===== config.mk =====
export PLATFORM = sky130hd
export DESIGN_NAME = numeric_format_tokenizer_core_flat
export DESIGN_NICKNAME = d
export VERILOG_FILES = /design/src/hdl/nft_pkg.sv /design/src/hdl/nft_if.sv /design/src/hdl/numeric_format_tokenizer_core.sv /design/src/hdl/nft_front.sv /design/src/hdl/nft_queue.sv /design/src/hdl/nft_back.sv /design/src/flat_wrapper.sv
export SDC_FILE = /design/constraint.sdc
export NUM_CORES = 1
export LEC_CHECK = 0
export ABC_CLOCK_PERIOD_IN_PS = 6500
export BUFFER_PORTS_ARGS = -buffer_cell sky130_fd_sc_hd__clkbuf_2
export CAP_MARGIN = 10
export CORE_MARGIN = 4
export CORE_UTILIZATION = 55
export DETAILED_ROUTE_END_ITERATION = 12
export HOLD_SLACK_MARGIN = 0.05
export PLACE_DENSITY = 0.68
export SYNTH_ARGS = -nofsm -noshare
export SYNTH_HDL_FRONTEND = slang
export SYNTH_SLANG_ARGS = --single-unit

===== constraint.sdc =====
create_clock -name clk -period 6.5 [get_ports clk]
set_input_delay 0.325 -clock clk [delete_from_list [all_inputs] [get_ports clk]]
set_output_delay 0.325 -clock clk [all_outputs]
set_load 0.005 [all_outputs]

===== src/hdl/nft_pkg.sv =====
// Shared types, element codes and decode helpers for the numeric format tokenizer.
// No dependencies; every other file except nft_if.sv imports this package.
package nft_pkg;

  localparam int QUEUE_DEPTH = 4;

  localparam logic [4:0] EL_DOLLAR = 5'd0;
  localparam logic [4:0] EL_ZERO   = 5'd1;
  localparam logic [4:0] EL_NINE   = 5'd2;
  localparam logic [4:0] EL_X      = 5'd3;
  localparam logic [4:0] EL_DOT    = 5'd4;
  localparam logic [4:0] EL_COMMA  = 5'd5;
  localparam logic [4:0] EL_S      = 5'd6;
  localparam logic [4:0] EL_MI     = 5'd7;
  localparam logic [4:0] EL_PR     = 5'd8;
  localparam logic [4:0] EL_RN     = 5'd9;
  localparam logic [4:0] EL_EEEE   = 5'd10;
  localparam logic [4:0] EL_B      = 5'd11;
  localparam logic [4:0] EL_V      = 5'd12;
  localparam logic [4:0] EL_FM     = 5'd13;
  localparam logic [4:0] EL_TM9    = 5'd14;
  localparam logic [4:0] EL_TME    = 5'd15;
  localparam logic [4:0] EL_TM     = 5'd16;
  localparam logic [4:0] EL_C      = 5'd17;
  localparam logic [4:0] EL_L      = 5'd18;
  localparam logic [4:0] EL_D      = 5'd19;
  localparam logic [4:0] EL_G      = 5'd20;

  localparam int NUM_ELEMENTS = 21;

  localparam logic [NUM_ELEMENTS-1:0] REPEATABLE =
      (NUM_ELEMENTS'(1) << EL_ZERO) | (NUM_ELEMENTS'(1) << EL_NINE) |
      (NUM_ELEMENTS'(1) << EL_X) | (NUM_ELEMENTS'(1) << EL_COMMA) |
      (NUM_ELEMENTS'(1) << EL_G);

  localparam logic [1:0] ST_OK      = 2'd0;
  localparam logic [1:0] ST_INVALID = 2'd1;
  localparam logic [1:0] ST_REPEAT  = 2'd2;

  typedef enum logic [2:0] {
    K_NONE = 3'd0,
    K_M    = 3'd1,
    K_P    = 3'd2,
    K_R    = 3'd3,
    K_E    = 3'd4,
    K_F    = 3'd5,
    K_T    = 3'd6
  } kind_t;

  typedef enum logic [1:0] {
    ACT_EMIT,
    ACT_PEND,
    ACT_FAIL
  } act_t;

  typedef struct packed {
    act_t       act;
    logic [4:0] code;
    logic       case_sens;
    kind_t      kind;
  } sdec_t;

  typedef struct packed {
    logic       is_token;
    logic [4:0] element_code;
    logic       upcase;
    logic       end_of_string;
    logic [1:0] status;
    logic [7:0] bad_char;
    logic [4:0] repeated_code;
  } res_t;

  // One queue entry holds all results of one character.
  typedef struct packed {
    logic two;
    res_t r0;
    res_t r1;
  } entry_t;

  typedef struct packed {
    logic [NUM_ELEMENTS-1:0] seen;
    logic                    found;
    logic [4:0]              code;
  } rep_t;

  function automatic logic [7:0] fold(input logic [7:0] c);
    if (c >= "a" && c <= "z") begin
      return c - 8'd32;
    end
    return c;
  endfunction

  function automatic logic [7:0] second_char(input kind_t k);
    unique case (k)
      K_M:     return "I";
      K_P:     return "R";
      K_R:     return "N";
      K_E:     return "E";
      K_F:     return "M";
      K_T:     return "M";
      default: return 8'd0;
    endcase
  endfunction

  function automatic logic [4:0] kind_code(input kind_t k);
    unique case (k)
      K_M:     return EL_MI;
      K_P:     return EL_PR;
      K_R:     return EL_RN;
      K_E:     return EL_EEEE;
      K_F:     return EL_FM;
      K_T:     return EL_TM;
      default: return EL_DOLLAR;
    endcase
  endfunction

  function automatic sdec_t start_dec(input logic [7:0] u);
    sdec_t d;
    d.act       = ACT_EMIT;
    d.code      = EL_DOLLAR;
    d.case_sens = 1'b1;
    d.kind      = K_NONE;
    unique case (u)
      "$": begin d.code = EL_DOLLAR; d.case_sens = 1'b0; end
      "0": begin d.code = EL_ZERO;   d.case_sens = 1'b0; end
      "9": begin d.code = EL_NINE;   d.case_sens = 1'b0; end
      ".": begin d.code = EL_DOT;    d.case_sens = 1'b0; end
      ",": begin d.code = EL_COMMA;  d.case_sens = 1'b0; end
      "X": d.code = EL_X;
      "S": d.code = EL_S;
      "B": d.code = EL_B;
      "V": d.code = EL_V;
      "C": d.code = EL_C;
      "L": d.code = EL_L;
      "D": d.code = EL_D;
      "G": d.code = EL_G;
      "M": begin d.act = ACT_PEND; d.kind = K_M; end
      "P": begin d.act = ACT_PEND; d.kind = K_P; end
      "R": begin d.act = ACT_PEND; d.kind = K_R; end
      "E": begin d.act = ACT_PEND; d.kind = K_E; end
      "F": begin d.act = ACT_PEND; d.kind = K_F; end
      "T": begin d.act = ACT_PEND; d.kind = K_T; end
      default: d.act = ACT_FAIL;
    endcase
    return d;
  endfunction

  function automatic rep_t note_code(input rep_t s, input logic [4:0] code);
    rep_t r;
    r = s;
    if (!REPEATABLE[code]) begin
      if (s.seen[code] && !s.found) begin
        r.found = 1'b1;
        r.code  = code;
      end
      r.seen[code] = 1'b1;
    end
    return r;
  endfunction

  function automatic res_t make_token(input logic [4:0] code, input logic up);
    res_t r;
    r              = '0;
    r.is_token     = 1'b1;
    r.element_code = code;
    r.upcase       = up;
    return r;
  endfunction

endpackage


===== src/hdl/nft_if.sv =====
// Valid/ready channel interfaces for the tokenizer's character input and result output.
// Depends on nothing.
interface nft_in_if;
  logic       valid;
  logic       ready;
  logic [7:0] char_in;
  logic       last_char;

  modport source(output valid, output char_in, output last_char, input ready);
  modport sink(input valid, input char_in, input last_char, output ready);
endinterface

interface nft_out_if;
  logic       valid;
  logic       ready;
  logic       is_token;
  logic [4:0] element_code;
  logic       upcase;
  logic       end_of_string;
  logic [1:0] status;
  logic [7:0] bad_char;
  logic [4:0] repeated_code;

  modport source(output valid, output is_token, output element_code, output upcase,
                 output end_of_string, output status, output bad_char,
                 output repeated_code, input ready);
  modport sink(input valid, input is_token, input element_code, input upcase,
               input end_of_string, input status, input bad_char,
               input repeated_code, output ready);
endinterface


===== src/hdl/numeric_format_tokenizer_core.sv =====
// Numeric format string tokenizer, top level: front end, entry queue, result serializer.
// Depends on nft_pkg, nft_if, nft_front, nft_queue and nft_back.
//
// One format-string character is accepted per cycle while the entry queue has room; the
// front end decides each character in the cycle it is taken. Results leave one word per
// cycle from the serializer while out_ch.ready is high, so a character that yields two
// words (a pending TM closed by a new element, or a last character that needs a separate
// end word) holds the output for both words; the DEPTH-entry queue absorbs these and
// any output stall. Result words are read from the registered queue head. No clearing pass after reset.
module numeric_format_tokenizer_core
  import nft_pkg::*;
#(
  parameter int DEPTH = QUEUE_DEPTH
) (
  input logic clk,
  input logic rst_n,
  nft_in_if.sink    in_ch,
  nft_out_if.source out_ch
);

  logic   accept, push, pop, full, empty;
  entry_t entry, head;
  res_t   res;

  assign in_ch.ready = !full;
  assign accept      = in_ch.valid && !full;

  nft_front u_front (
    .clk      (clk),
    .rst_n    (rst_n),
    .accept   (accept),
    .char_in  (in_ch.char_in),
    .last_char(in_ch.last_char),
    .push     (push),
    .entry    (entry)
  );

  nft_queue #(.DEPTH(DEPTH)) u_queue (
    .clk      (clk),
    .rst_n    (rst_n),
    .push     (push),
    .push_data(entry),
    .pop      (pop),
    .full     (full),
    .empty    (empty),
    .head     (head)
  );

  nft_back u_back (
    .clk      (clk),
    .rst_n    (rst_n),
    .empty    (empty),
    .head     (head),
    .out_ready(out_ch.ready),
    .pop      (pop),
    .out_valid(out_ch.valid),
    .out_res  (res)
  );

  assign out_ch.is_token      = res.is_token;
  assign out_ch.element_code  = res.element_code;
  assign out_ch.upcase        = res.upcase;
  assign out_ch.end_of_string = res.end_of_string;
  assign out_ch.status        = res.status;
  assign out_ch.bad_char      = res.bad_char;
  assign out_ch.repeated_code = res.repeated_code;

endmodule


===== src/hdl/nft_front.sv =====
// Front end: per-character element matching, pending-prefix and string status state.
// Depends on nft_pkg. Produces one queue entry per character that yields results.
module nft_front
  import nft_pkg::*;
(
  input  logic       clk,
  input  logic       rst_n,
  input  logic       accept,
  input  logic [7:0] char_in,
  input  logic       last_char,
  output logic       push,
  output entry_t     entry
);

  kind_t      pend_kind_r, pend_kind_nxt;
  logic [1:0] pend_cnt_r, pend_cnt_nxt;
  logic       pend_up_r, pend_up_nxt;
  logic [7:0] pend_char_r, pend_char_nxt;
  rep_t       rep_r, rep_nxt;
  logic       failed_r, failed_nxt;
  logic [7:0] fail_char_r, fail_char_nxt;

  logic [7:0] u;
  logic       up_c;
  logic       consumed;
  logic       e1_v, e2_v;
  res_t       t1, t2, r0, r1;
  logic [1:0] n;
  logic [1:0] st;
  sdec_t      sd;
  res_t       end_res;
  kind_t      pk;

  always_comb begin
    u    = fold(char_in);
    up_c = (char_in >= "A") && (char_in <= "Z");
    sd   = start_dec(u);

    pk            = pend_kind_r;
    pend_cnt_nxt  = pend_cnt_r;
    pend_up_nxt   = pend_up_r;
    pend_char_nxt = pend_char_r;
    rep_nxt       = rep_r;
    failed_nxt    = failed_r;
    fail_char_nxt = fail_char_r;
    consumed      = 1'b0;
    e1_v          = 1'b0;
    e2_v          = 1'b0;
    t1            = '0;
    t2            = '0;

    if (!failed_r) begin
      if (pend_kind_r != K_NONE) begin
        consumed = 1'b1;
        if (pend_kind_r == K_E) begin
          if (u == "E") begin
            if (pend_cnt_r == 2'd3) begin
              pk           = K_NONE;
              pend_cnt_nxt = 2'd0;
              e1_v         = 1'b1;
              t1           = make_token(EL_EEEE, pend_up_r);
            end else begin
              pend_cnt_nxt = pend_cnt_r + 2'd1;
            end
          end else begin
            failed_nxt    = 1'b1;
            fail_char_nxt = pend_char_r;
            pk            = K_NONE;
            pend_cnt_nxt  = 2'd0;
          end
        end else if (pend_kind_r == K_T && pend_cnt_r >= 2'd2) begin
          pk           = K_NONE;
          pend_cnt_nxt = 2'd0;
          e1_v         = 1'b1;
          if (char_in == "9") begin
            t1 = make_token(EL_TM9, pend_up_r);
          end else if (u == "E") begin
            t1 = make_token(EL_TME, pend_up_r);
          end else begin
            t1       = make_token(EL_TM, pend_up_r);
            consumed = 1'b0;
          end
        end else if (u == second_char(pend_kind_r)) begin
          if (pend_kind_r == K_T) begin
            pend_cnt_nxt = 2'd2;
          end else begin
            pk           = K_NONE;
            pend_cnt_nxt = 2'd0;
            e1_v         = 1'b1;
            t1           = make_token(kind_code(pend_kind_r), pend_up_r);
          end
        end else begin
          failed_nxt    = 1'b1;
          fail_char_nxt = pend_char_r;
          pk            = K_NONE;
          pend_cnt_nxt  = 2'd0;
        end
      end

      if (e1_v) begin
        rep_nxt = note_code(rep_nxt, t1.element_code);
      end

      if (!consumed && !failed_nxt) begin
        unique case (sd.act)
          ACT_EMIT: begin
            e2_v = 1'b1;
            t2   = make_token(sd.code, sd.case_sens & up_c);
          end
          ACT_PEND: begin
            pk            = sd.kind;
            pend_cnt_nxt  = 2'd1;
            pend_up_nxt   = up_c;
            pend_char_nxt = char_in;
          end
          default: begin
            failed_nxt    = 1'b1;
            fail_char_nxt = char_in;
            pk            = K_NONE;
            pend_cnt_nxt  = 2'd0;
          end
        endcase
      end

      if (last_char && !failed_nxt && pk != K_NONE) begin
        if (pk == K_T && pend_cnt_nxt >= 2'd2) begin
          pk           = K_NONE;
          pend_cnt_nxt = 2'd0;
          e2_v         = 1'b1;
          t2           = make_token(EL_TM, pend_up_nxt);
        end else begin
          failed_nxt    = 1'b1;
          fail_char_nxt = pend_char_nxt;
          pk            = K_NONE;
          pend_cnt_nxt  = 2'd0;
        end
      end

      if (e2_v) begin
        rep_nxt = note_code(rep_nxt, t2.element_code);
      end
    end
    pend_kind_nxt = pk;

    // pack results in emission order
    n  = {1'b0, e1_v} + {1'b0, e2_v};
    r0 = e1_v ? t1 : t2;
    r1 = t2;

    st = failed_nxt ? ST_INVALID : (rep_nxt.found ? ST_REPEAT : ST_OK);
    end_res               = '0;
    end_res.end_of_string = 1'b1;
    end_res.status        = st;
    end_res.bad_char      = (st == ST_INVALID) ? fail_char_nxt : 8'd0;
    end_res.repeated_code = (st == ST_REPEAT) ? rep_nxt.code : 5'd0;

    if (last_char) begin
      if (n != 2'd0 && !failed_nxt) begin
        if (n == 2'd2) begin
          r1.end_of_string = 1'b1;
          r1.status        = end_res.status;
          r1.bad_char      = end_res.bad_char;
          r1.repeated_code = end_res.repeated_code;
        end else begin
          r0.end_of_string = 1'b1;
          r0.status        = end_res.status;
          r0.bad_char      = end_res.bad_char;
          r0.repeated_code = end_res.repeated_code;
        end
      end else if (n == 2'd0) begin
        r0 = end_res;
        n  = 2'd1;
      end else begin
        r1 = end_res;
        n  = 2'd2;
      end
    end

    entry.two = (n == 2'd2);
    entry.r0  = r0;
    entry.r1  = r1;
    push      = accept && (n != 2'd0);
  end

  always_ff @(posedge clk) begin
    if (!rst_n) begin
      pend_kind_r <= K_NONE;
      pend_cnt_r  <= '0;
      pend_up_r   <= 1'b0;
      pend_char_r <= '0;
      rep_r       <= '0;
      failed_r    <= 1'b0;
      fail_char_r <= '0;
    end else if (accept) begin
      if (last_char) begin
        pend_kind_r <= K_NONE;
        pend_cnt_r  <= '0;
        pend_up_r   <= 1'b0;
        pend_char_r <= '0;
        rep_r       <= '0;
        failed_r    <= 1'b0;
        fail_char_r <= '0;
      end else begin
        pend_kind_r <= pend_kind_nxt;
        pend_cnt_r  <= pend_cnt_nxt;
        pend_up_r   <= pend_up_nxt;
        pend_char_r <= pend_char_nxt;
        rep_r       <= rep_nxt;
        failed_r    <= failed_nxt;
        fail_char_r <= fail_char_nxt;
      end
    end
  end

endmodule


===== src/hdl/nft_queue.sv =====
// Small entry queue between the front end and the result serializer.
// Depends on nft_pkg for the entry type.
module nft_queue
  import nft_pkg::*;
#(
  parameter int DEPTH = QUEUE_DEPTH
) (
  input  logic   clk,
  input  logic   rst_n,
  input  logic   push,
  input  entry_t push_data,
  input  logic   pop,
  output logic   full,
  output logic   empty,
  output entry_t head
);

  localparam int PTR_W = $clog2(DEPTH);
  localparam int CNT_W = $clog2(DEPTH + 1);

  entry_t             mem_r [DEPTH];
  logic [PTR_W-1:0]   wr_ptr_r, rd_ptr_r;
  logic [CNT_W-1:0]   count_r;
  logic               do_push, do_pop;

  assign full    = (count_r == CNT_W'(DEPTH));
  assign empty   = (count_r == '0);
  assign do_push = push && !full;
  assign do_pop  = pop && !empty;
  assign head    = mem_r[rd_ptr_r];

  function automatic logic [PTR_W-1:0] bump(input logic [PTR_W-1:0] p);
    return (p == PTR_W'(DEPTH - 1)) ? '0 : p + PTR_W'(1);
  endfunction

  always_ff @(posedge clk) begin
    if (do_push) begin
      mem_r[wr_ptr_r] <= push_data;
    end
  end

  always_ff @(posedge clk) begin
    if (!rst_n) begin
      wr_ptr_r <= '0;
      rd_ptr_r <= '0;
      count_r  <= '0;
    end else begin
      if (do_push) begin
        wr_ptr_r <= bump(wr_ptr_r);
      end
      if (do_pop) begin
        rd_ptr_r <= bump(rd_ptr_r);
      end
      unique case ({do_push, do_pop})
        2'b10:   count_r <= count_r + CNT_W'(1);
        2'b01:   count_r <= count_r - CNT_W'(1);
        default: count_r <= count_r;
      endcase
    end
  end

endmodule


===== src/hdl/nft_back.sv =====
// Back end: serializes each queued entry into one or two result words.
// Depends on nft_pkg; reads the head of nft_queue.
module nft_back
  import nft_pkg::*;
(
  input  logic   clk,
  input  logic   rst_n,
  input  logic   empty,
  input  entry_t head,
  input  logic   out_ready,
  output logic   pop,
  output logic   out_valid,
  output res_t   out_res
);

  logic sub_r;
  logic take;

  assign out_valid = !empty;
  assign out_res   = sub_r ? head.r1 : head.r0;
  assign take      = out_valid && out_ready;
  assign pop       = take && (sub_r || !head.two);

  always_ff @(posedge clk) begin
    if (!rst_n) begin
      sub_r <= 1'b0;
    end else if (take) begin
      sub_r <= !pop;
    end
  end

endmodule


===== src/flat_wrapper.sv =====
// flat-port wrapper written by rule: the top's interface ports become plain ports
module numeric_format_tokenizer_core_flat import nft_pkg::*;
#(
  parameter int DEPTH = QUEUE_DEPTH
)
  (clk, rst_n, in_ch_valid, in_ch_char_in, in_ch_last_char, in_ch_ready, out_ch_valid, out_ch_is_token, out_ch_element_code, out_ch_upcase, out_ch_end_of_string, out_ch_status, out_ch_bad_char, out_ch_repeated_code, out_ch_ready);
  nft_in_if in_ch_i ();
  nft_out_if out_ch_i ();
  input logic clk;
  input logic rst_n;
  input wire logic [$bits(in_ch_i.valid)-1:0] in_ch_valid;
  input wire logic [$bits(in_ch_i.char_in)-1:0] in_ch_char_in;
  input wire logic [$bits(in_ch_i.last_char)-1:0] in_ch_last_char;
  output wire logic [$bits(in_ch_i.ready)-1:0] in_ch_ready;
  output wire logic [$bits(out_ch_i.valid)-1:0] out_ch_valid;
  output wire logic [$bits(out_ch_i.is_token)-1:0] out_ch_is_token;
  output wire logic [$bits(out_ch_i.element_code)-1:0] out_ch_element_code;
  output wire logic [$bits(out_ch_i.upcase)-1:0] out_ch_upcase;
  output wire logic [$bits(out_ch_i.end_of_string)-1:0] out_ch_end_of_string;
  output wire logic [$bits(out_ch_i.status)-1:0] out_ch_status;
  output wire logic [$bits(out_ch_i.bad_char)-1:0] out_ch_bad_char;
  output wire logic [$bits(out_ch_i.repeated_code)-1:0] out_ch_repeated_code;
  input wire logic [$bits(out_ch_i.ready)-1:0] out_ch_ready;
  assign in_ch_i.valid = in_ch_valid;
  assign in_ch_i.char_in = in_ch_char_in;
  assign in_ch_i.last_char = in_ch_last_char;
  assign in_ch_ready = in_ch_i.ready;
  assign out_ch_valid = out_ch_i.valid;
  assign out_ch_is_token = out_ch_i.is_token;
  assign out_ch_element_code = out_ch_i.element_code;
  assign out_ch_upcase = out_ch_i.upcase;
  assign out_ch_end_of_string = out_ch_i.end_of_string;
  assign out_ch_status = out_ch_i.status;
  assign out_ch_bad_char = out_ch_i.bad_char;
  assign out_ch_repeated_code = out_ch_i.repeated_code;
  assign out_ch_i.ready = out_ch_ready;
  numeric_format_tokenizer_core #(.DEPTH(DEPTH)) u_core (.clk(clk), .rst_n(rst_n), .in_ch(in_ch_i), .out_ch(out_ch_i));
endmodule

**After elaboration in Yosys (flattened, before gate mapping)**

Memories as Yosys holds them, arrays and structs flattened. A register that Yosys moved wholly into a read port is not among the register bits.
Cells that the tools add are included.

- Register bits: 58
- RAM bits: 188
- Bits in read-only memories: 64
- Input port bits: 13
- Output and inout port bits: 25
- Word-level logic and storage cells: 275
- Memories: 3

Memories:

| memory | depth | bits a word | rd ports | clocked after memory_dff | wr ports | RTL line | source |
|---|---|---|---|---|---|---|---|
| u_core.u_queue.mem_r | 4 | 47 | 1 | 1 | 1 | nft_queue.sv:21 | `entry_t mem_r [DEPTH];` |
| (no name shown) | 32 | 1 | 1 | 0 | 0 | nft_pkg.sv:151 | `if (!REPEATABLE[code]) begin` |
| (no name shown) | 32 | 1 | 1 | 0 | 0 | nft_pkg.sv:151 |  |

- $add $sub $neg: 7
- Order comparisons: 10
- Eq/ne operators: 40
- Multiplexer cells: 156
- Bitwise logic cells: 3
- Reduce and logical (&&, ||, !) cells: 43

Operator list:

| cell | number |
|---|---|
| 2-to-1 mux 23 bit | 21 |
| 2-to-1 mux 8 bit | 24 |
| 2-to-1 mux 27 bit | 7 |
| == test 8 x 7 -> 1 bit, second input constant | 14 |
| 2-to-1 mux 16 bit | 4 |
| case mux 5 bit (12 select lines) | 1 |
| == test 8 x 6 -> 1 bit, second input constant | 6 |
| 2-to-1 mux 1 bit | 48 |
| 2-to-1 mux 22 bit | 2 |
| 2-to-1 mux 2 bit | 21 |
| OR 21 bit | 2 |
| 2-to-1 mux 3 bit | 12 |
| case mux 7 bit (4 select lines) | 1 |
| logical AND 1 bit | 18 |
| case mux 3 bit (6 select lines) | 1 |
| greater-or-equal comparator 8 x 7 -> 1 bit, second input constant | 2 |
| less-or-equal comparator 8 x 7 -> 1 bit, second input constant | 2 |
| case mux 4 bit (4 select lines) | 1 |
| == test 3 bit, second input constant | 5 |
| == test 2 bit, second input constant | 7 |
| 2-to-1 mux 7 bit | 2 |
| OR reduction 13 bit | 1 |
| less-than comparator 5 x 6 -> 1 bit, second input constant | 2 |
| 2-to-1 mux 6 bit | 2 |
| 28 further kinds | 53 |

**Depth between registers and ports, before layout**

- Depth after elaboration: 37
- Gate-level depth with buffers: 22
- Mapped depth without buffers: 21

**Modules after synthesis**

From an unflattened synthesis, not the netlist that was laid out.

- Cells, all modules: 964
- Area, all modules: 12340.6 sq um

By module, submodules not included:

| module | instances | cells an instance | area an instance (sq um) | seq. area each (sq um) |
|---|---|---|---|---|
| nft_queue | 1 | 301 | 7300.8 | 5825.6 |
| nft_front | 1 | 628 | 4585.6 | 1001.0 |
| nft_back | 1 | 33 | 444.2 | 20.0 |
| numeric_format_tokenizer_core | 1 | 2 | 10.0 | 0.0 |

**Worst setup path before layout**

OpenSTA, ideal clock, no wires.

- Kind: input to register
- From: in in_ch_char_in[5]
- To: mem u_core.u_queue.mem_r[0][0] in the netlist's numbering (enable)
- Setup time: 0.409 ns
- Arrival: 4.438 ns
- Required time: 6.091 ns
- Slack: 1.652 ns
- Stages: 15
- Buffers on the path: 1
- Cell sequence: clkbuf_1 inv_1 ha_1 nand3_1 and4b_1 nand4_2 a21oi_4 nor2_1 or2_2 and2_1 ha_1 inv_1 o31ai_4 o221a_2 and2_1

- Cells in the longest elaborated chain, start to end: 31
- Elaborated cells on any way between the ends: 105
- Classes of those cells: add/sub: 2; order compare: 3; eq/ne: 23; mux: 57; reduce/logical: 20

Ends and longest elaborated chain:

| element | RTL line | source |
|---|---|---|
| start, declared | flat_wrapper.sv:12 | `input wire logic [$bits(in_ch_i.char_in)-1:0] in_ch_char_in;` |
| greater-or-equal comparator 8 x 7 -> 1 bit / less-or-equal comparator 8 x 7 -> 1 bit (equally long branches) | nft_pkg.sv:87 | `if (c >= "a" && c <= "z") begin` |
| logical AND 1 bit | nft_pkg.sv:87 |  |
| 2-to-1 mux 1 bit | nft_pkg.sv:87 |  |
| 2-to-1 mux 8 bit | nft_pkg.sv:90 | `return c;` |
| == test 8 x 7 -> 1 bit | nft_pkg.sv:123, nft_front.sv:56, nft_front.sv:77 |  |
| 2-to-1 mux 1 bit | nft_front.sv:77 | `end else if (u == "E") begin` |
| 2-to-1 mux 1 bit | nft_front.sv:75 | `if (char_in == "9") begin` |
| 2-to-1 mux 1 bit | nft_front.sv:71 | `end else if (pend_kind_r == K_T && pend_cnt_r >= 2'd2) begin` |
| [15 not listed] | - |  |
| 2-to-1 mux 2 bit / logical AND 1 bit (equally long branches) | nft_front.sv:170, nft_front.sv:158 |  |
| 2-to-1 mux 2 bit | nft_front.sv:158 | `if (n != 2'd0 && !failed_nxt) begin` |
| 2-to-1 mux 2 bit * | nft_front.sv:157 | `if (last_char) begin` |
| nonzero test 2 bit * | nft_front.sv:182 | `push = accept && (n != 2'd0);` |
| logical AND 1 bit * | nft_front.sv:182 |  |
| logical AND 1 bit * | nft_queue.sv:28 | `assign do_push = push && !full;` |
| 2-to-1 mux 1 bit * | nft_queue.sv:37 | `if (do_push) begin` |
| 2-to-1 mux 1 bit (implied by the code) * | nft_queue.sv:38 | `mem_r[wr_ptr_r] <= push_data;` |
| end, declared | nft_queue.sv:21 |  |

Mark *: on every way between the ends. The rest lies on a longest branch, timed or not. The select of a mux whose other input is x is not followed.

**Worst setup path in the final report**

- From: reg u_core.u_front.pend_kind_r[2]
- To: reg u_core.u_queue.count_r[2]

- Cells in the longest elaborated chain, start to end: 33
- Elaborated cells on any way between the ends: 85
- Classes of those cells: add/sub: 1; order compare: 1; eq/ne: 10; mux: 54; reduce/logical: 19

Ends and longest elaborated chain:

| element | RTL line | source |
|---|---|---|
| start, declared | nft_front.sv:15 | `kind_t pend_kind_r, pend_kind_nxt;` |
| start signal, assigned | nft_front.sv:204 | `pend_kind_r <= pend_kind_nxt;` |
| == test 3 bit, on equally long branches | nft_pkg.sv:94, nft_front.sv:71, nft_front.sv:84 |  |
| OR reduction 2 bit (no source line) | - |  |
| case mux 7 bit (4 select lines) | nft_pkg.sv:94 | `unique case (k)` |
| 2-to-1 mux 8 bit | nft_front.sv:71 |  |
| 2-to-1 mux 8 bit | nft_front.sv:55 | `if (pend_kind_r == K_E) begin` |
| 2-to-1 mux 8 bit | nft_front.sv:53 | `if (pend_kind_r != K_NONE) begin` |
| 2-to-1 mux 8 bit | nft_front.sv:52 | `if (!failed_r) begin` |
| == test 8 bit | nft_front.sv:83 | `end else if (u == second_char(pend_kind_r)) begin` |
| [17 not listed] | - |  |
| 2-to-1 mux 2 bit / logical AND 1 bit (equally long branches) | nft_front.sv:170, nft_front.sv:158 |  |
| 2-to-1 mux 2 bit | nft_front.sv:158 |  |
| 2-to-1 mux 2 bit * | nft_front.sv:157 |  |
| nonzero test 2 bit * | nft_front.sv:182 |  |
| logical AND 1 bit * | nft_front.sv:182 |  |
| logical AND 1 bit * | nft_queue.sv:28 |  |
| == test 2 x 1 -> 1 bit / == test 2 bit (equally long branches) | nft_queue.sv:54 | `unique case ({do_push, do_pop})` |
| case mux 3 bit (2 select lines) / nonzero test 2 bit (equally long branches) | - |  |
| end signal, assigned | nft_queue.sv:55 | `2'b10: count_r <= count_r + CNT_W'(1);` |
| end signal, assigned | nft_queue.sv:56 | `2'b01: count_r <= count_r - CNT_W'(1);` |
| end signal, assigned | nft_queue.sv:57 | `default: count_r <= count_r;` |
| end, declared | nft_queue.sv:23 | `logic [CNT_W-1:0] count_r;` |

Marked as above.
A chain may end at the register's enable or synchronous reset.

==> summary.txt <==
Power and ir drop
  – Net Switching: 0.848 mW
  – Sw frac: 23.9%
  – Leak Pwr: 4.67 nW
  – Sequential power share: 50.2%
  – Worst vdd ir: 0.000168 V
  – Power density over cell area: 258 nW/um2
  – Combinational cell fraction of total power: 10.8%
  – Pint: 2.70 mW
  – Power share of the clock group: 38.9%

Worst hold path
  – Class of the worst hold path: in -> reg

Critical path
  – Crit end category: flip-flop
  – Crit Path Max Fanout: 18
  – CP Class: reg -> reg
  – Crit path required time: 6930 ps
  – Crit path DAT: 5450 ps
  – Startpoint types: flip-flop

Yosys
  – Yosys warnings: 0
  – Sequential fraction of the synthesis area: 54.3%
  – Syn_area_per_cell: 11.7 um2
  – Top-count cell post-synth: edfxtp_1
  – Post-synth top cells: edfxtp_1, nand2_1, nor2_1
  – Share of the synthesized area in the top cell type: 44.8%
  – Post-Syn Area: 12600 um2
  – Unique masters post-synth: 98
  – Yosys reg bits: 248
  – Post-synth ARST share: 0%
  – Top cells by area, synth: edfxtp_1, dfxtp_1, mux4_2, nand2_1, nor2_1
  – Cells after synthesis: 1081
  – Post-synth EDFFs: 188
  – Main flop type after synthesis: edfxtp_1
  – Syn nets: 1107
  – Area leader, netlist: edfxtp_1

Job
  – Max-cap violations: 0

Drt
  – Post-route ant nets: 0
  – Vias per inst: 6.36
  – Wire per inst: 22.5 um
  – DRC: 0
  – Vias: 8822
  – TritonRoute pass-1 iters: 7
  – Starting DRT DRC Count: 748
  – Final WL: 31300 um

GRT
  – GR Overflow Total: 0
  – Global-route wire length before repair: 49200 um
  – Largest net degree at the start of global routing: 48
  – Vias in the first global route: 8634
  – Initial antenna violation count: 0
  – Total global-route track usage: 24.1%

Die
  – # rows: 55
  – Starting Density: 55.8%
  – Die height: 159 um
  – Die area: 25400 um2
  – Core Region: 22600 um2
  – Top Ports: 38
  – Die width: 159 um

Timing
  – Final setup viols: 0
  – Worst Max-Slew Pin Slew: 1220 ps
  – Tcrit/Tclk final: 77.2%
  – Max_slew headroom: 17.9%
  – Min Hold Slack: 111 ps
  – Final TNS setup: 0 ps
  – Fmax: 0.199 GHz
  – Final Hold Viols: 0
  – RSZ-0062 raised after global routing: no
  – Clock skew: 13.5 ps
  – Max Transition Viols Final: 0
  – Clock period minus worst slack: 5020 ps

Clock tree
  – Clock sinks: 248
  – Root Driver: clkbuf_16
  – Gates resized, CTS repair: 0
  – CTS tree: yes
  – H-tree levels: 1
  – Clk pin slew, worst setup/hold paths: 60 ps
  – CTS Buf Count: 26
  – Hold Buf Count CTS: 0
  – Setup bufs post-CTS: 0
  – CTS max path bufs: 3
  – Clock Latency Late Sink: 520 ps

Placement
  – Port Buffers: 37
  – Global placement routability congestion: 0.939
  – DP HPWL: 21100 um
  – Post-DP Area: 12900 um2

Outcome
  – Status: completed

Finish
  – Layout cells sized above 1: 17.4%
  – ANT cells: 0
  – Layout Nets: 1110
  – Post-Layout Inst Area: 13700 um2
  – Area grow syn2layout: 8.81%
  – Fillers: 1783
[critical path: stages, from the launching register on]
cell      delay, ps
dfxtp_1         740
and3b_1         240
mux2i_1          60
o21ai_0         480
nand4b_1        210
nor4b_2         550
or2_2           230
and2_1          170
ha_1            260
inv_1           120
nand2_1         120
o221a_2         350
inv_1            80
ha_1            170
inv_1            70
fa_1            430
xor2_1          160
or3_1           300
a21boi_0        170
[metrics by stage]
stage	util, %	worst slack [ps]	cells	power [mW]
CTS	60.8	1570	1388	3.59
finish	60.8	1480	1388	3.55
detailed placement	57.2	1050	1341	2.20
global placement	57.2	1180	1341	2.20
floorplan	-	1650	1081	2.07
global route	60.8	1130	1388	3.70
[cell families after synthesis]
logic type                 count (synthesis)  share of synthesized area, %
and+or+nand+nor                          418                          16.9
DFF                                      248                          54.3
AOI/OAI and AO/OA                        229                          13.6
buffers and inverters                    100                          3.43
muxes                                     65                          9.88
adders and majority gates                 13                          1.35
xor gates and xnor gates                   8                         0.556
[cell usage in the layout, fill, tap and decap left out, types with 6 or more instances in the layout]
| master | instances |
|---|---|
| nor2b_1 | 40 |
| a22oi_1 | 15 |
| clkinv_1 | 7 |
| and3_1 | 13 |
| o21ai_0 | 43 |
| nand3_1 | 26 |
| or3_1 | 10 |
| mux2i_1 | 13 |
| o22ai_1 | 7 |
| inv_1 | 21 |
| nor2_1 | 76 |
| o221ai_1 | 6 |
| nor4_1 | 13 |
| mux4_2 | 47 |
| clkbuf_2 | 37 |
| a21oi_1 | 44 |
| nor3_1 | 35 |
| a21boi_0 | 7 |
| clkbuf_16 | 27 |
| o21a_1 | 6 |
| or2_2 | 8 |
| a211oi_1 | 10 |
| ha_1 | 12 |
| nor3b_1 | 8 |
| and2_1 | 14 |
| nand2_1 | 124 |
| nand2b_1 | 6 |
| o211ai_1 | 11 |
| buf_4 | 11 |
| dfxtp_1 | 58 |
| a32oi_1 | 7 |
| edfxtp_1 | 188 |
| nand4_1 | 10 |
| o21ai_1 | 6 |
[sequential cells by signal (all words and copies together), names as in the netlist, 3 cells and up, named ones only]
name	cells
u_core.u_front.fail_char_r	8
u_core.u_front.pend_char_r	8
u_core.u_front.pend_kind_r	3
u_core.u_front.rep_r	27
u_core.u_queue.count_r	3
u_core.u_queue.mem_r	188
[metal layers]
| metal | vias to the layer above | track usage, % | wire length (um) |
|---|---|---|---|
| met2 | 313 | 40.2 | 15200 |
| met3 | 60 | 3.44 | 1760 |
| met5 | - | 0 | 0 |
| li1 | 4116 | - | - |
| met4 | 0 | 7.38 | 861 |
| met1 | 4333 | 33.2 | 13400 |
[power by group through the flow]
| stage | Clock, mW | Sequential, mW | Combinational (mW) |
|---|---|---|---|
| after floorplan | 0 | 1.79 | 0.290 |
| after global placement | 0 | 1.81 | 0.382 |
| after detailed placement | 0 | 1.82 | 0.386 |
| after CTS | 1.42 | 1.78 | 0.387 |
| after global routing | 1.50 | 1.79 | 0.421 |
| final | 1.38 | 1.78 | 0.384 |
[path summary, 6_finish.rpt]
check / startpoint / endpoint / slack (ps) / depth (start not counted)
setup / recovery: u_core.u_front.pend_kind_r[2]$_SDFFE_PN0P_ / u_core.u_queue.count_r[2]$_SDFFE_PN0P_ / 1480 / 18
hold / removal: out_ch_ready / u_core.u_back.sub_r$_SDFFE_PN0P_ / 110 / 3
setup reg to reg: u_core.u_front.pend_kind_r[2]$_SDFFE_PN0P_ / u_core.u_queue.count_r[2]$_SDFFE_PN0P_ / 1480 / 18
hold reg to reg: u_core.u_front.rep_r[26]$_SDFFE_PN0P_ / u_core.u_front.rep_r[26]$_SDFFE_PN0P_ / 440 / 2
[final cells by class]
class	instances	area [um2]	share of cell area [%]
clock inverters	15	109	0.794
multi-input cells	733	5340	38.9
inverters	27	101	0.739
repair buffers	48	268	1.95
flip-flops and latches	248	6850	49.9
clock buffers	32	694	5.06
well taps	285	357	2.60
No activity file was read; power rests on OpenSTA's default activity.
